--- config.mk ---
export PLATFORM = sky130hd
export DESIGN_NAME = lla_position
export DESIGN_NICKNAME = d
export VERILOG_FILES = /design/src/hdl/lla_pkg.sv /design/src/hdl/lla_position.sv
export SDC_FILE = /design/constraint.sdc
export NUM_CORES = 1
export LEC_CHECK = 0
export ABC_AREA = 1
export BUFFER_PORTS_ARGS = -buffer_cell sky130_fd_sc_hd__buf_2
export CORE_UTILIZATION = 30
export DETAILED_ROUTE_END_ITERATION = 8
export GPL_ROUTABILITY_DRIVEN = 0
export PLACE_DENSITY_LB_ADDON = 0.1
export SLEW_MARGIN = 5
export SYNTH_ARGS = -nofsm -noshare
export SYNTH_HDL_FRONTEND = slang
export SYNTH_SLANG_ARGS = --single-unit
--- constraint.sdc ---
create_clock -name clk -period 9.05 [get_ports clk]
set_clock_uncertainty 0.15 [all_clocks]
set_input_delay 1.81 -clock clk [delete_from_list [all_inputs] [get_ports clk]]
set_output_delay 1.81 -clock clk [all_outputs]
set_load 0.1 [all_outputs]
--- src/hdl/lla_pkg.sv ---
// Shared types and constants for the Life-like automaton step block.
package lla_pkg;

  localparam int DIM_W  = 14;
  localparam int RULE_W = 9;
  localparam int LIVE_W = 27;
  localparam int IDX_W  = 8;
  localparam int DATA_W = 16;

  localparam logic [IDX_W-1:0] REG_ROW_WIDTH    = 8'd0;
  localparam logic [IDX_W-1:0] REG_ROW_COUNT    = 8'd1;
  localparam logic [IDX_W-1:0] REG_BIRTH_MASK   = 8'd2;
  localparam logic [IDX_W-1:0] REG_SURVIVE_MASK = 8'd3;

  localparam logic [DIM_W-1:0]  ROW_WIDTH_RST    = 14'd8000;
  localparam logic [DIM_W-1:0]  ROW_COUNT_RST    = 14'd8000;
  localparam logic [RULE_W-1:0] BIRTH_MASK_RST   = 9'd6;
  localparam logic [RULE_W-1:0] SURVIVE_MASK_RST = 9'd6;

  typedef struct packed {
    logic alive;
    logic emit;
    logic clear;
    logic last;
    logic left_ok;
    logic right_ok;
    logic top_ok;
    logic bot_ok;
  } lla_tag_t;

endpackage

--- src/hdl/lla_position.sv ---
// Raster position tracker with edge flags and a serial divider for width changes.
module lla_position #(
  parameter int WW = 14,
  parameter int HW = 14,
  parameter int AW = 13,
  parameter int PW = 27
) (
  input  logic            clk,
  input  logic            rst,
  input  logic            adv,
  input  logic            recalc,
  input  logic [WW-1:0]   w_eff,
  input  logic [HW-1:0]   h_eff,
  input  logic            req_type,
  input  logic            cell_value,
  output logic [AW-1:0]   col_idx,
  output lla_pkg::lla_tag_t tag,
  output logic            busy
);

  localparam int CNTW = $clog2(PW + 1);

  logic [PW-1:0]   pos;
  logic [PW-1:0]   row;
  logic [AW-1:0]   col;
  logic [PW-1:0]   div_q;
  logic [WW-1:0]   div_rem;
  logic [CNTW-1:0] cnt;

  logic [AW-1:0]   wm1;
  logic            col_zero;
  logic [AW-1:0]   cc;
  logic [PW-1:0]   rc;
  logic [PW-1:0]   h_ext;
  logic            pre;
  logic            over;
  logic            last;
  logic [WW:0]     rem_sh;
  logic [WW:0]     rem_sub;
  logic            ge;
  logic [WW-1:0]   rem_next;
  logic [PW-1:0]   q_next;

  assign wm1      = AW'(w_eff - WW'(1));
  assign col_zero = (col == '0);
  assign cc       = col_zero ? wm1 : col - AW'(1);
  assign rc       = row - PW'(1) - PW'(col_zero);
  assign h_ext    = PW'(h_eff);
  assign pre      = (row == '0) || ((row == PW'(1)) && col_zero);
  assign over     = (rc >= h_ext);
  assign last     = (rc == h_ext - PW'(1)) && (cc == wm1);

  always_comb begin
    tag.alive    = !req_type && cell_value && (row < h_ext);
    tag.emit     = !pre && !over;
    tag.clear    = !pre && (over || last);
    tag.last     = !pre && last;
    tag.left_ok  = (cc != '0);
    tag.right_ok = (cc != wm1);
    tag.top_ok   = (rc != '0);
    tag.bot_ok   = (rc != h_ext - PW'(1));
  end

  assign col_idx = col;
  assign busy    = recalc || (cnt != '0);

  assign rem_sh   = {div_rem, div_q[PW-1]};
  assign ge       = (rem_sh >= {1'b0, w_eff});
  assign rem_sub  = rem_sh - {1'b0, w_eff};
  assign rem_next = ge ? rem_sub[WW-1:0] : rem_sh[WW-1:0];
  assign q_next   = {div_q[PW-2:0], ge};

  always_ff @(posedge clk) begin
    if (rst) begin
      pos     <= '0;
      row     <= '0;
      col     <= '0;
      cnt     <= '0;
      div_q   <= '0;
      div_rem <= '0;
    end else if (recalc) begin
      div_q   <= pos;
      div_rem <= '0;
      cnt     <= CNTW'(PW);
    end else if (cnt != '0) begin
      div_q   <= q_next;
      div_rem <= rem_next;
      cnt     <= cnt - CNTW'(1);
      if (cnt == CNTW'(1)) begin
        col <= AW'(rem_next);
        row <= q_next;
      end
    end else if (adv) begin
      if (tag.clear) begin
        pos <= '0;
        row <= '0;
        col <= '0;
      end else begin
        pos <= pos + PW'(1);
        if (col == wm1) begin
          col <= '0;
          row <= row + PW'(1);
        end else begin
          col <= col + AW'(1);
        end
      end
    end
  end

  a_clear_zero: assert property (@(posedge clk) disable iff (rst)
    adv && !busy && tag.clear |=> (pos == '0) && (col == '0) && (row == '0))
    else $error("position not cleared at end of generation");

  a_advance: assert property (@(posedge clk) disable iff (rst)
    adv && !busy && !tag.clear |=> pos == $past(pos) + PW'(1))
    else $error("position did not advance by one");

  a_no_emit_pre: assert property (@(posedge clk) disable iff (rst)
    pre |-> !tag.emit && !tag.clear)
    else $error("result flagged before the window is filled");

endmodule

==> metrics.md, run 1 <==
| Metric | Value |
|---|---|
| Run status | `completed` |
| IR Drop Worst-Case VDD | `roughly 0.13 mV` |
| Warnings from Yosys | `0` |
| Largest stage delay on the critical path | `~0.43 ns` |
| Drt drc | `0` |
| Final Slew Violations | `0` |
| Critical Path Most Common Cell | `sky130_fd_sc_hd__ha_1` |
| Average via count per standard cell | `approximately 4.8` |
| Setup slack, reg-to-reg | `around 3.2 ns` |
| Library cells used by synthesis | `48` |
| Critical path buffers and inverters | `3` |
| Launching element type of the critical path | `register` |
| Async set-reset flop share out of synthesis | `0%` |
| Worst r2r dst | `row[24]$_SDFFE_PP0P_` |
| Synthesized area divided by synthesized cell count | `approximately 6 µm²` |
| Placed wire-length estimate after detailed placement | `~25 mm` |
| Cell at the root of the clock tree | `sky130_fd_sc_hd__clkbuf_16` |
| Via count | `roughly 10000` |
| Number of hold-slack violations in the final timing report | `0` |
| Die footprint | `between 30000 and 40000 µm²` |
| FF-to-FF Start | `col_idx[0]$_SDFFE_PP0P_` |
| Boundary Pins | `56` |
| Cts-stage hold buffer count | `0` |
| Average wire length per cell after detail routing | `15.0 µm` |
| Setup Crit Path Kind | `reg -> out` |
| Most used standard cells in the synthesized netlist | `500 x sky130_fd_sc_hd__nand2_1, 259 x sky130_fd_sc_hd__nor2_1, 188 x sky130_fd_sc_hd__inv_1, 116 x sky130_fd_sc_hd__nand3_1, 113 x sky130_fd_sc_hd__dfxtp_1` |
| Fraction of final layout cells sized beyond drive strength 1 | `7.94%` |
| Yosys top cell area share | `22.7%` |
| PwrDens | `between 150 and 200 nW/µm²` |
| Top flip-flop cell by instance count after synthesis | `sky130_fd_sc_hd__dfxtp_1` |
| TritonCTS buffer count | `17` |
| Post-cts gate resize count | `0` |
| Std-Cell Rows | `66` |
| Maximum number of pins on one net before global-route repair | `60` |
| Vias in the first global route | `roughly 9500` |
| Net Count, Synth | `1766` |
| Highest clock rate | `between 100 and 150 MHz` |
| Initial antenna violation count | `0` |
| Total track usage | `slightly below 20%` |
| Post-CTS setup-driven buffer insertion count | `0` |
| Slew of the pin with the lowest slew margin | `~1.0 ns` |
| Global-route wire length before repair | `roughly 52 mm` |
| Beginning of the worst hold path | `div_q[13]$_SDFFE_PP0P_` |
| Biggest area consumer among synthesized cells | `sky130_fd_sc_hd__dfxtp_1` |
| Slowest library cell on the worst path | `sky130_fd_sc_hd__buf_2` |
| Total length of routed wires | `approximately 32 mm` |
| Clock-pin slew of the registers on the worst-case setup and hold paths | `roughly 0.060 ns` |
| Worst reg2reg path depth | `23` |
| Syn Inst Count | `1677` |
| IO Port Bufs | `55` |
| Worst hold-check path type | `reg -> reg` |
| Y dimension of the die | `around 180 µm` |
| Max-capacitance violation count | `0` |
| Library cell with the highest instance count after synthesis | `sky130_fd_sc_hd__nand2_1` |
| Antenna cells | `0` |
| Number of enable-type register cells in the synthesized netlist | `0` |
| Crit path max-delay family | `simple AND/OR/NAND/NOR gates` |
| Final period demand of the worst path | `around 7.1 ns` |
| TritonCTS clock tree | `yes` |
| Synth Cell Area | `~10000 µm²` |
| Leakage power | `approximately 5.2 nW` |
| Setup TNS after final layout | `0 ns` |
| Clock network latency to the later pin of the worst-skew pair | `0.43 ns` |
| Sink of the worst hold path | `div_q[13]$_SDFFE_PP0P_` |
| CP Cell Sequence | `inv_1 -> ha_1 -> nand2_1 -> nor2_4 -> nand2_2 -> ha_1 -> inv_1 -> ha_1 -> nand2_2 -> o21ai_0 -> nand2_1 -> ha_1 -> nand2_1 -> nor4_1 -> nand4_1 -> nor2_1 -> nand3_1 -> nand3_2 -> nand2_4 -> nand2_2 -> buf_2` |
| Violation count after the first detailed-routing iteration | `842` |
| Maximum buffer depth of the clock tree | `2` |
| Fin nets | `1788` |
| Data required time of the worst path | `approximately 7.1 ns` |
| Final setup violation count | `0` |
| Max_slew headroom | `between 30% and 40%` |
| Area overhead of the layout relative to synthesis | `11.5%` |
| Chip Width | `around 180 µm` |
| Critical-path maximum fanout | `33` |
| Period utilization | `a little under 80%` |
| Remaining antenna violation count after routing | `0` |
| Stages on worst setup path | `21` |
| Initial cell density of the core | `slightly above 30%` |
| Largest cells by area after synthesis | `sky130_fd_sc_hd__dfxtp_1 23%, sky130_fd_sc_hd__nand2_1 19%, sky130_fd_sc_hd__nor2_1 9.8%` |
| Arrival @ worst endpoint | `between 5 and 6 ns` |
| Total core area | `between 30000 and 40000 µm²` |
| Final Hold Slack | `roughly 0.32 ns` |
| Sink Count | `113` |
| Sequential fraction of the synthesis area | `~23%` |
| Endpoint kind of the worst setup timing path | `primary output` |
| Total grt overflow | `0` |
| Number of levels in the clock H-tree | `4` |
| Cell count of the worst hold path | `2` |
| #FFs+latches synth | `between 100 and 150` |
| Unrepaired setup endpoints after global routing | `false` |
| Number of detailed-routing iterations run before antenna repair | `5` |
final cells by class:
| type | count | area (µm²) |
|---|---|---|
| fillers | 3662 | 21500 |
| multi-input cells | 1317 | 6700 |
| flip-flops and latches | 113 | 2260 |
| inverters | 191 | 717 |
| well taps | 442 | 553 |
| clock buffers | 17 | 425 |
| repair buffers | 59 | 305 |
| clock inverters | 15 | 146 |
cells by family (layout without fill, tap and decap cells):
group                      after synthesis  after routing  share of synthesized area [%]
AOI/OAI and AO/OA                      177            177                           9.60
xor gates and xnor gates                70             70                           6.30
adders and majority gates               55             55                           6.98
buffers and inverters                  247            282                           10.1
DFF                                    113            113                           22.7
and+or+nand+nor                       1015           1015                           44.3
how the worst max path moves through the flow:
stage,startpoint,to,slack (ns)
6_report,col_idx[0]$_SDFFE_PP0P_,tag[5],1.95
5_1_grt,col_idx[0]$_SDFFE_PP0P_,tag[5],1.55
4_1_cts,col_idx[0]$_SDFFE_PP0P_,tag[5],1.97
3_5_place_dp,col_idx[0]$_SDFFE_PP0P_,tag[5],2.44
3_3_place_gp,w_eff[0],tag[5],2.45
2_1_floorplan,col_idx[0]$_SDFFE_PP0P_,tag[6],1.58
registers in the layout, summed over array words and instances, names as in the netlist:
signal and count:
div_q 27, pos 27, row 27, div_rem 14, col_idx 13, cnt 5
worst reg2reg max path, cell delays in order (launching register included):
cell                       delay (ns)
sky130_fd_sc_hd__dfxtp_1         0.38
sky130_fd_sc_hd__inv_1           0.15
sky130_fd_sc_hd__ha_1            0.22
sky130_fd_sc_hd__nand2_1         0.15
sky130_fd_sc_hd__nor2_4          0.20
sky130_fd_sc_hd__nand2_2         0.37
sky130_fd_sc_hd__ha_1            0.36
sky130_fd_sc_hd__inv_1           0.12
sky130_fd_sc_hd__ha_1            0.33
sky130_fd_sc_hd__nand3_1         0.22
sky130_fd_sc_hd__xor2_1          0.32
sky130_fd_sc_hd__ha_1            0.32
sky130_fd_sc_hd__a21oi_1         0.19
sky130_fd_sc_hd__o21bai_1        0.08
sky130_fd_sc_hd__nor2_1          0.10
sky130_fd_sc_hd__nand3_1         0.08
sky130_fd_sc_hd__nor2_1          0.13
sky130_fd_sc_hd__nand3_2         0.14
sky130_fd_sc_hd__nand2_4         0.25
sky130_fd_sc_hd__nand4_4         0.40
sky130_fd_sc_hd__nand2_2         0.83
sky130_fd_sc_hd__nand2_1         0.17
sky130_fd_sc_hd__nand2_1         0.10
sky130_fd_sc_hd__nor2_1          0.05
stage by stage:
stage               power [mW]  area, µm²  worst slack, ns  util, %  cells
floorplan                 1.21       9960             1.58        -   1677
global placement          1.41      10500             2.45     32.3   2122
detailed placement        1.40      10500             2.44     32.3   2122
CTS                       2.08      11100             1.97     34.1   2154
global route              2.21      11100             1.55     34.1   2154
finish                    2.06      11100             1.95     34.1   2154
power by group:
group	switching, mW	total, mW	internal [mW]
logic	0.601	0.848	0.247
clock network	0.280	0.665	0.385
registers	0.0332	0.549	0.516
total	0.914	2.06	1.15
cell usage in the layout (no fill, tap or decap), drive strengths merged:
| cell type | n |
|---|---|
| a21o | 1 |
| nor2 | 279 |
| fa | 1 |
| clkbuf | 17 |
| o211ai | 6 |
| nand3b | 2 |
| ha | 54 |
| dfxtp | 113 |
| nor4 | 7 |
| o22ai | 3 |
| a2111oi | 2 |
| o2111ai | 2 |
| nand2b | 1 |
| a21boi | 1 |
| clkinvlp | 1 |
| and2 | 1 |
| a21oi | 61 |
| o21bai | 3 |
| o31ai | 2 |
| nor3b | 5 |
| nand3 | 119 |
| xor2 | 58 |
| xnor2 | 12 |
| nand4 | 57 |
| or2 | 1 |
| clkinv | 7 |
| o21ai | 81 |
| buf | 59 |
| nor4b | 1 |
| a31oi | 15 |
| inv | 197 |
| nor3 | 33 |
| nand2 | 509 |
| bufinv | 1 |
routing by layer:
layer | share of wire (%) | vias up | global-route usage, %
met2 | 41 | 219 | 28.7
met5 | 0 | - | 0
met4 | 0.82 | 0 | 3.93
met1 | 54 | 4687 | 29.6
met3 | 4.1 | 18 | 2.55
li1 | - | 5444 | -
No activity file was read; power rests on OpenSTA's default activity.
==> run 2: changes to the inputs <==
Clock period 9.05 ns to 6.7 ns, I/O delays scaled along.
==> metrics.md, run 2 (synthesized netlist as in run 1, its figures left out) <==
| Metric | Value |
|---|---|
| Run status | `completed` |
| CP Cell Sequence | `inv_1 -> ha_1 -> nand2_1 -> nor2_4 -> nand2_2 -> ha_1 -> inv_1 -> ha_1 -> nand2_2 -> o21ai_0 -> nand2_1 -> ha_1 -> nand2_1 -> nor4_1 -> nand4_1 -> nor2_1 -> nand3_1 -> nand3_2 -> nand2_4 -> nand2_2 -> clkbuf_4` |
| Via count | `10300` |
| Remaining antenna violation count after routing | `0` |
| Slowest library cell on the worst path | `sky130_fd_sc_hd__dfxtp_1` |
| Commonest non-fill, non-tap cell in the layout | `sky130_fd_sc_hd__nand2_1` |
| Critical path buffers and inverters | `3` |
| Largest stage delay on the critical path | `about 0.38 ns` |
| Vias in the first global route | `around 9500` |
| Cell Area, Placed | `10600 µm²` |
| Cell at the root of the clock tree | `sky130_fd_sc_hd__clkbuf_16` |
| Unrepaired setup endpoints after global routing | `false` |
| Die footprint | `33900 µm²` |
| Cts-stage hold buffer count | `0` |
| Fraction of final layout cells sized beyond drive strength 1 | `a little over 8%` |
| IO Port Bufs | `55` |
| Std-Cell Rows | `66` |
| Number of hold-slack violations in the final timing report | `0` |
| Total track usage | `approximately a fifth` |
| Average via count per standard cell | `4.80` |
| Y dimension of the die | `around 180 µm` |
| Number of levels in the clock H-tree | `4` |
| PwrDens | `~260 nW/µm²` |
| Data required time of the worst path | `between 5 and 6 ns` |
| Highest clock rate | `162 MHz` |
| Maximum buffer depth of the clock tree | `2` |
| Number of detailed-routing iterations run before antenna repair | `8` |
| Power share of the combinational group | `between 40% and 50%` |
| Period utilization | `roughly 90%` |
| Critical Path Most Common Cell | `sky130_fd_sc_hd__ha_1` |
| Drt drc | `0` |
| Post-route cell area | `roughly 11000 µm²` |
| Final-layout fill cell count | `around 3700` |
| Initial antenna violation count | `0` |
| Clock-pin slew of the registers on the worst-case setup and hold paths | `about 0.06 ns` |
| Global-route wire length before repair | `52.0 mm` |
| Total internal power | `between 1.5 and 2 mW` |
| Fin nets | `between 1500 and 2000` |
| Maximum number of pins on one net before global-route repair | `60` |
| Leading cell types in the layout, fill and taps excluded | `500 x sky130_fd_sc_hd__nand2_1, 259 x sky130_fd_sc_hd__nor2_1, 187 x sky130_fd_sc_hd__inv_1` |
| Max_slew headroom | `a little under a third` |
| Register Area | `about 2300 µm²` |
| Switching power summed over all nets | `1.23 mW` |
| Final Slew Violations | `0` |
| Critical-path maximum fanout | `19` |
| IR Drop Worst-Case VDD | `approximately 0.17 mV` |
| Endpoint kind of the worst setup timing path | `primary output` |
| Worst hold-check path type | `reg -> reg` |
| Switching share of power | `between 40% and 50%` |
| Setup TNS after final layout | `0 ns` |
| Fraction of power consumed by the clock network | `around a third` |
| Initial cell density of the core | `a little under a third` |
| Violation count after the first detailed-routing iteration | `766` |
| Final setup violation count | `0` |
| Total grt overflow | `0` |
| Placed wire-length estimate after detailed placement | `24.8 mm` |
| Crit path max-delay family | `simple AND/OR/NAND/NOR gates` |
| Multi-input combinational cell area | `6710 µm²` |
| Leakage power | `about 5.2 nW` |
| Boundary Pins | `56` |
| Post-cts gate resize count | `0` |
| Slew of the pin with the lowest slew margin | `1.03 ns` |
| Chip Width | `between 150 and 200 µm` |
| Sink Count | `113` |
| Sequential share of power | `between 20% and 30%` |
| Max-capacitance violation count | `0` |
| Area overhead of the layout relative to synthesis | `12.2%` |
| Total core area | `around 33000 µm²` |
| TritonCTS buffer count | `17` |
| Arrival @ worst endpoint | `between 4 and 5 ns` |
| Average wire length per cell after detail routing | `~15 µm` |
| Registers with the highest flip-flop counts | `div_q x27, pos x27, row x27` |
| Post-CTS setup-driven buffer insertion count | `0` |
| Launching element type of the critical path | `register` |
| Setup Crit Path Kind | `reg -> out` |
| Total length of routed wires | `about 32 mm` |
| Antenna cells | `0` |
| Clock network latency to the later pin of the worst-skew pair | `between 0.4 and 0.5 ns` |
| Final period demand of the worst path | `about 6 ns` |
| TritonCTS clock tree | `yes` |
-- run 2: through the flow --
step                setup WS, ns  util [%]  hold slack [ns]  power, mW  std cells
global route              0.0897      34.3            0.351       3.07       2156
floorplan                  0.321         -            0.300       1.63       1677
CTS                        0.396      34.3            0.331       2.89       2156
global placement           0.868      32.4            0.314       1.90       2124
finish                     0.517      34.3            0.328       2.86       2156
detailed placement         0.877      32.4            0.321       1.90       2124
-- run 2: worst register-to-register path, cell delays in order (launching register included) --
cell                        delay (ns)
sky130_fd_sc_hd__dfxtp_1          0.38
sky130_fd_sc_hd__inv_1            0.16
sky130_fd_sc_hd__ha_1             0.23
sky130_fd_sc_hd__nand2_1          0.14
sky130_fd_sc_hd__nor2_4           0.20
sky130_fd_sc_hd__nand2_2          0.08
sky130_fd_sc_hd__ha_1             0.18
sky130_fd_sc_hd__inv_1            0.12
sky130_fd_sc_hd__ha_1             0.33
sky130_fd_sc_hd__nand2_2          0.18
sky130_fd_sc_hd__nor2_4           0.22
sky130_fd_sc_hd__nand2_1          0.07
sky130_fd_sc_hd__nand2_1          0.11
sky130_fd_sc_hd__inv_1            0.09
sky130_fd_sc_hd__ha_1             0.29
sky130_fd_sc_hd__a21oi_1          0.14
sky130_fd_sc_hd__o21ai_0          0.10
sky130_fd_sc_hd__nand2_1          0.07
sky130_fd_sc_hd__o2111ai_1        0.10
sky130_fd_sc_hd__nand4_1          0.11
sky130_fd_sc_hd__nand3_2          0.13
sky130_fd_sc_hd__nand2_4          0.25
sky130_fd_sc_hd__nand4_4          0.41
sky130_fd_sc_hd__nand2_2          0.36
sky130_fd_sc_hd__buf_4            0.40
sky130_fd_sc_hd__nand2_1          0.11
sky130_fd_sc_hd__nand2_1          0.08
sky130_fd_sc_hd__nor2_1           0.04
-- run 2: metal layers --
layer | routed length (µm) | up-vias | GRT usage [%]
met5 | 0 | - | 0
met4 | 324 | 0 | 4.43
met3 | 1070 | 23 | 2.19
met2 | 13100 | 174 | 28.6
met1 | 17700 | 4710 | 29.9
li1 | - | 5439 | -
-- run 2: final timing paths --
| check | from | endpoint | slack, ns | cells past startpoint |
|---|---|---|---|---|
| setup / recovery | col_idx[0]$_SDFFE_PP0P_ | tag[5] | 0.52 | 21 |
| hold / removal | div_q[4]$_SDFFE_PP0P_ | div_q[4]$_SDFFE_PP0P_ | 0.33 | 2 |
| setup reg to reg | col_idx[0]$_SDFFE_PP0P_ | row[9]$_SDFFE_PP0P_ | 1.38 | 27 |
| hold reg to reg | div_q[4]$_SDFFE_PP0P_ | div_q[4]$_SDFFE_PP0P_ | 0.33 | 2 |
-- run 2: power by group through the flow --
stage,clock network [mW],registers [mW],logic [mW]
6_report,0.970,0.743,1.15
5_1_grt,1.03,0.748,1.30
4_1_cts,1.00,0.743,1.15
3_5_place_dp,0,0.758,1.14
3_3_place_gp,0,0.757,1.14
2_1_floorplan,0,0.776,0.854
-- run 2: layout make-up --
type                       count  area share [%]
inverter                     191            6.42
tap                          442            4.95
multi-input combinational   1317            60.0
clock buffer                  19            3.96
timing repair buffer          61            2.89
sequential                   113            20.2
clock inverter                13            1.53
==> run 3: changes to the inputs <==
Settings changed: CAP_MARGIN set to 25, RECOVER_POWER set to 100.
Clock period 6.7 ns to 6.3 ns, I/O delays scaled along.
==> metrics.md, run 3 (synthesized netlist as in run 1, its figures left out) <==
| Metric | Value |
|---|---|
| Violation count after the first detailed-routing iteration | `710` |
| Clock network latency to the later pin of the worst-skew pair | `0.42 ns` |
| Multi-input combinational cell area | `6670 µm²` |
| Setup slack, reg-to-reg | `between 1 and 1.5 ns` |
| Initial antenna violation count | `0` |
| Final period demand of the worst path | `5.88 ns` |
| PwrDens | `~270 nW/µm²` |
| Boundary Pins | `56` |
| Setup Crit Path Kind | `reg -> out` |
| Run status | `finished with violations` |
| Endpoint kind of the worst setup timing path | `primary output` |
| Clock-pin slew of the registers on the worst-case setup and hold paths | `around 0.06 ns` |
| Initial cell density of the core | `a little under a third` |
| Slew of the pin with the lowest slew margin | `slightly below 3 ns` |
| Drt drc | `0` |
| Average wire length per cell after detail routing | `roughly 15 µm` |
| Unrepaired setup endpoints after global routing | `false` |
| Highest clock rate | `around 170 MHz` |
| Setup TNS after final layout | `0 ns` |
| Std-Cell Rows | `66` |
| Layer carrying the most global-route usage | `met1` |
| Leading cell types in the layout, fill and taps excluded | `502 x sky130_fd_sc_hd__nand2_1, 260 x sky130_fd_sc_hd__nor2_1, 187 x sky130_fd_sc_hd__inv_1` |
| Failing checks | `capacitance limit, slew limit` |
| Max_slew headroom | `-95.1%` |
| Final Slew Violations | `87` |
| GR Layer Usage met2 | `approximately 28%` |
| Maximum number of pins on one net before global-route repair | `60` |
| Critical-path maximum fanout | `19` |
| Commonest non-fill, non-tap cell in the layout | `sky130_fd_sc_hd__nand2_1` |
| GR Layer Usage met1 | `30.2%` |
| IO Port Bufs | `55` |
| Antenna cells | `0` |
| Remaining antenna violation count after routing | `0` |
| Total core area | `32600 µm²` |
| Worst r2r dst | `pos[23]$_SDFFE_PP0P_` |
| Total track usage | `between 10% and 20%` |
| Area overhead of the layout relative to synthesis | `12.1%` |
| Final-layout fill cell count | `roughly 3600` |
| IR Drop Worst-Case VDD | `approximately 0.19 mV` |
| Arrival @ worst endpoint | `about 4.5 ns` |
| Final setup violation count | `0` |
| Leakage power | `approximately 5.2 nW` |
| Maximum buffer depth of the clock tree | `2` |
| Fin nets | `approximately 1800` |
| Cell at the root of the clock tree | `sky130_fd_sc_hd__clkbuf_16` |
| Max-capacitance violation count | `2` |
| Total grt overflow | `0` |
| Average via count per standard cell | `4.79` |
| Die footprint | `about 34000 µm²` |
| Number of levels in the clock H-tree | `4` |
| Fraction of final layout cells sized beyond drive strength 1 | `between 6 and 7%` |
| Number of detailed-routing iterations run before antenna repair | `5` |
| TritonCTS clock tree | `yes` |
| Data required time of the worst path | `4.89 ns` |
| Worst hold-check path type | `reg -> reg` |
| Sink Count | `113` |
| Overall Power | `~3.0 mW` |
| FF-to-FF Start | `cnt[0]$_SDFFE_PP0P_` |
| Placed wire-length estimate after detailed placement | `25.0 mm` |
| Worst reg2reg path depth | `17` |
| Worst setup path start | `col_idx[0]$_SDFFE_PP0P_` |
| Number of hold-slack violations in the final timing report | `0` |
| Post-CTS setup-driven buffer insertion count | `0` |
| Global-route track usage on met3 | `2.25%` |
| Via count | `about 10000` |
| Global-route wire length before repair | `a little over 50 mm` |
| Period utilization | `between 90 and 100%` |
| Total length of routed wires | `about 32 mm` |
| Registers with the highest flip-flop counts | `div_q x27, pos x27, row x27` |
| Y dimension of the die | `around 180 µm` |
| Worst setup path endpoint | `tag[5]` |
| Launching element type of the critical path | `register` |
| Register Area | `2260 µm²` |
| Vias in the first global route | `9553` |
| Chip Width | `around 180 µm` |
| TritonCTS buffer count | `17` |
-- run 3: layout make-up --
cell class,instances,area share (%)
Sequential cell,113,20.3
Timing Repair Buffer,66,3.00
Clock inverter,12,1.41
Multi-Input combinational cell,1317,59.8
Inverter,191,6.42
Clock buffer,20,4.18
Tap cell,442,4.95
-- run 3: routing by layer --
metal / routed length [µm] / part of all wire, %
met4: 455 / 1.4
met5: 0 / 0
met2: 12900 / 40
met3: 1030 / 3.2
met1: 17700 / 55
-- run 3: what timing repair did --
| action | 4_1_cts | 5_1_grt |
|---|---|---|
| hold endpoints to repair | 0 | 0 |
| hold buffers | 0 | 0 |
| setup endpoints to repair | 0 | 1 |
| gates resized for setup | 0 | 1 |
-- run 3: worst min path at each step --
| stage | cells after the start | endpoint | start |
|---|---|---|---|
| 6_report | 2 | div_q[4]$_SDFFE_PP0P_ | div_q[4]$_SDFFE_PP0P_ |
| 5_1_grt | 2 | div_q[13]$_SDFFE_PP0P_ | div_q[13]$_SDFFE_PP0P_ |
| 4_1_cts | 2 | div_q[1]$_SDFFE_PP0P_ | div_q[1]$_SDFFE_PP0P_ |
| 3_5_place_dp | 2 | div_q[1]$_SDFFE_PP0P_ | div_q[1]$_SDFFE_PP0P_ |
| 3_3_place_gp | 2 | div_q[1]$_SDFFE_PP0P_ | div_q[1]$_SDFFE_PP0P_ |
| 2_1_floorplan | 2 | pos[10]$_SDFFE_PP0P_ | pos[10]$_SDFFE_PP0P_ |
-- run 3: stage by stage --
stage	instance area, µm²	hold slack, ns	util (%)	cells	setup slack, ns
2_1_floorplan	9970	0.300	-	1677	0.00134
3_3_place_gp	10600	0.316	32.5	2129	0.767
3_5_place_dp	10600	0.319	32.5	2129	0.788
4_1_cts	11200	0.328	34.4	2161	0.347
5_1_grt	11200	0.340	34.2	2161	0.0235
6_report	11200	0.325	34.2	2161	0.424
-- run 3: where the power goes --
part / internal (mW) / leakage [nW] / total, mW / switching (mW)
Sequential: 0.742 / 0.915 / 0.786 / 0.0444
Combinational: 0.364 / 3.98 / 1.23 / 0.869
Clock: 0.653 / 0.298 / 1.02 / 0.364
-- run 3: worst max-delay path, stage by stage (launching register included) --
cell and delay, ns:
sky130_fd_sc_hd__dfxtp_1 0.37, sky130_fd_sc_hd__inv_1 0.15, sky130_fd_sc_hd__ha_1 0.22, sky130_fd_sc_hd__nand2_1 0.13
sky130_fd_sc_hd__nor2_4 0.20, sky130_fd_sc_hd__nand2_2 0.07, sky130_fd_sc_hd__ha_1 0.18, sky130_fd_sc_hd__inv_1 0.12
sky130_fd_sc_hd__ha_1 0.33, sky130_fd_sc_hd__nand2_2 0.18, sky130_fd_sc_hd__nor2_4 0.22, sky130_fd_sc_hd__nand2_1 0.07
sky130_fd_sc_hd__nand2_1 0.10, sky130_fd_sc_hd__inv_1 0.08, sky130_fd_sc_hd__ha_1 0.29, sky130_fd_sc_hd__nand2_1 0.09
sky130_fd_sc_hd__nor4_1 0.19, sky130_fd_sc_hd__nand4_1 0.13, sky130_fd_sc_hd__nor2_1 0.12, sky130_fd_sc_hd__nand3_1 0.10
sky130_fd_sc_hd__nand3_2 0.11, sky130_fd_sc_hd__nand2_4 0.17, sky130_fd_sc_hd__nand2_2 0.17, sky130_fd_sc_hd__buf_8 0.21
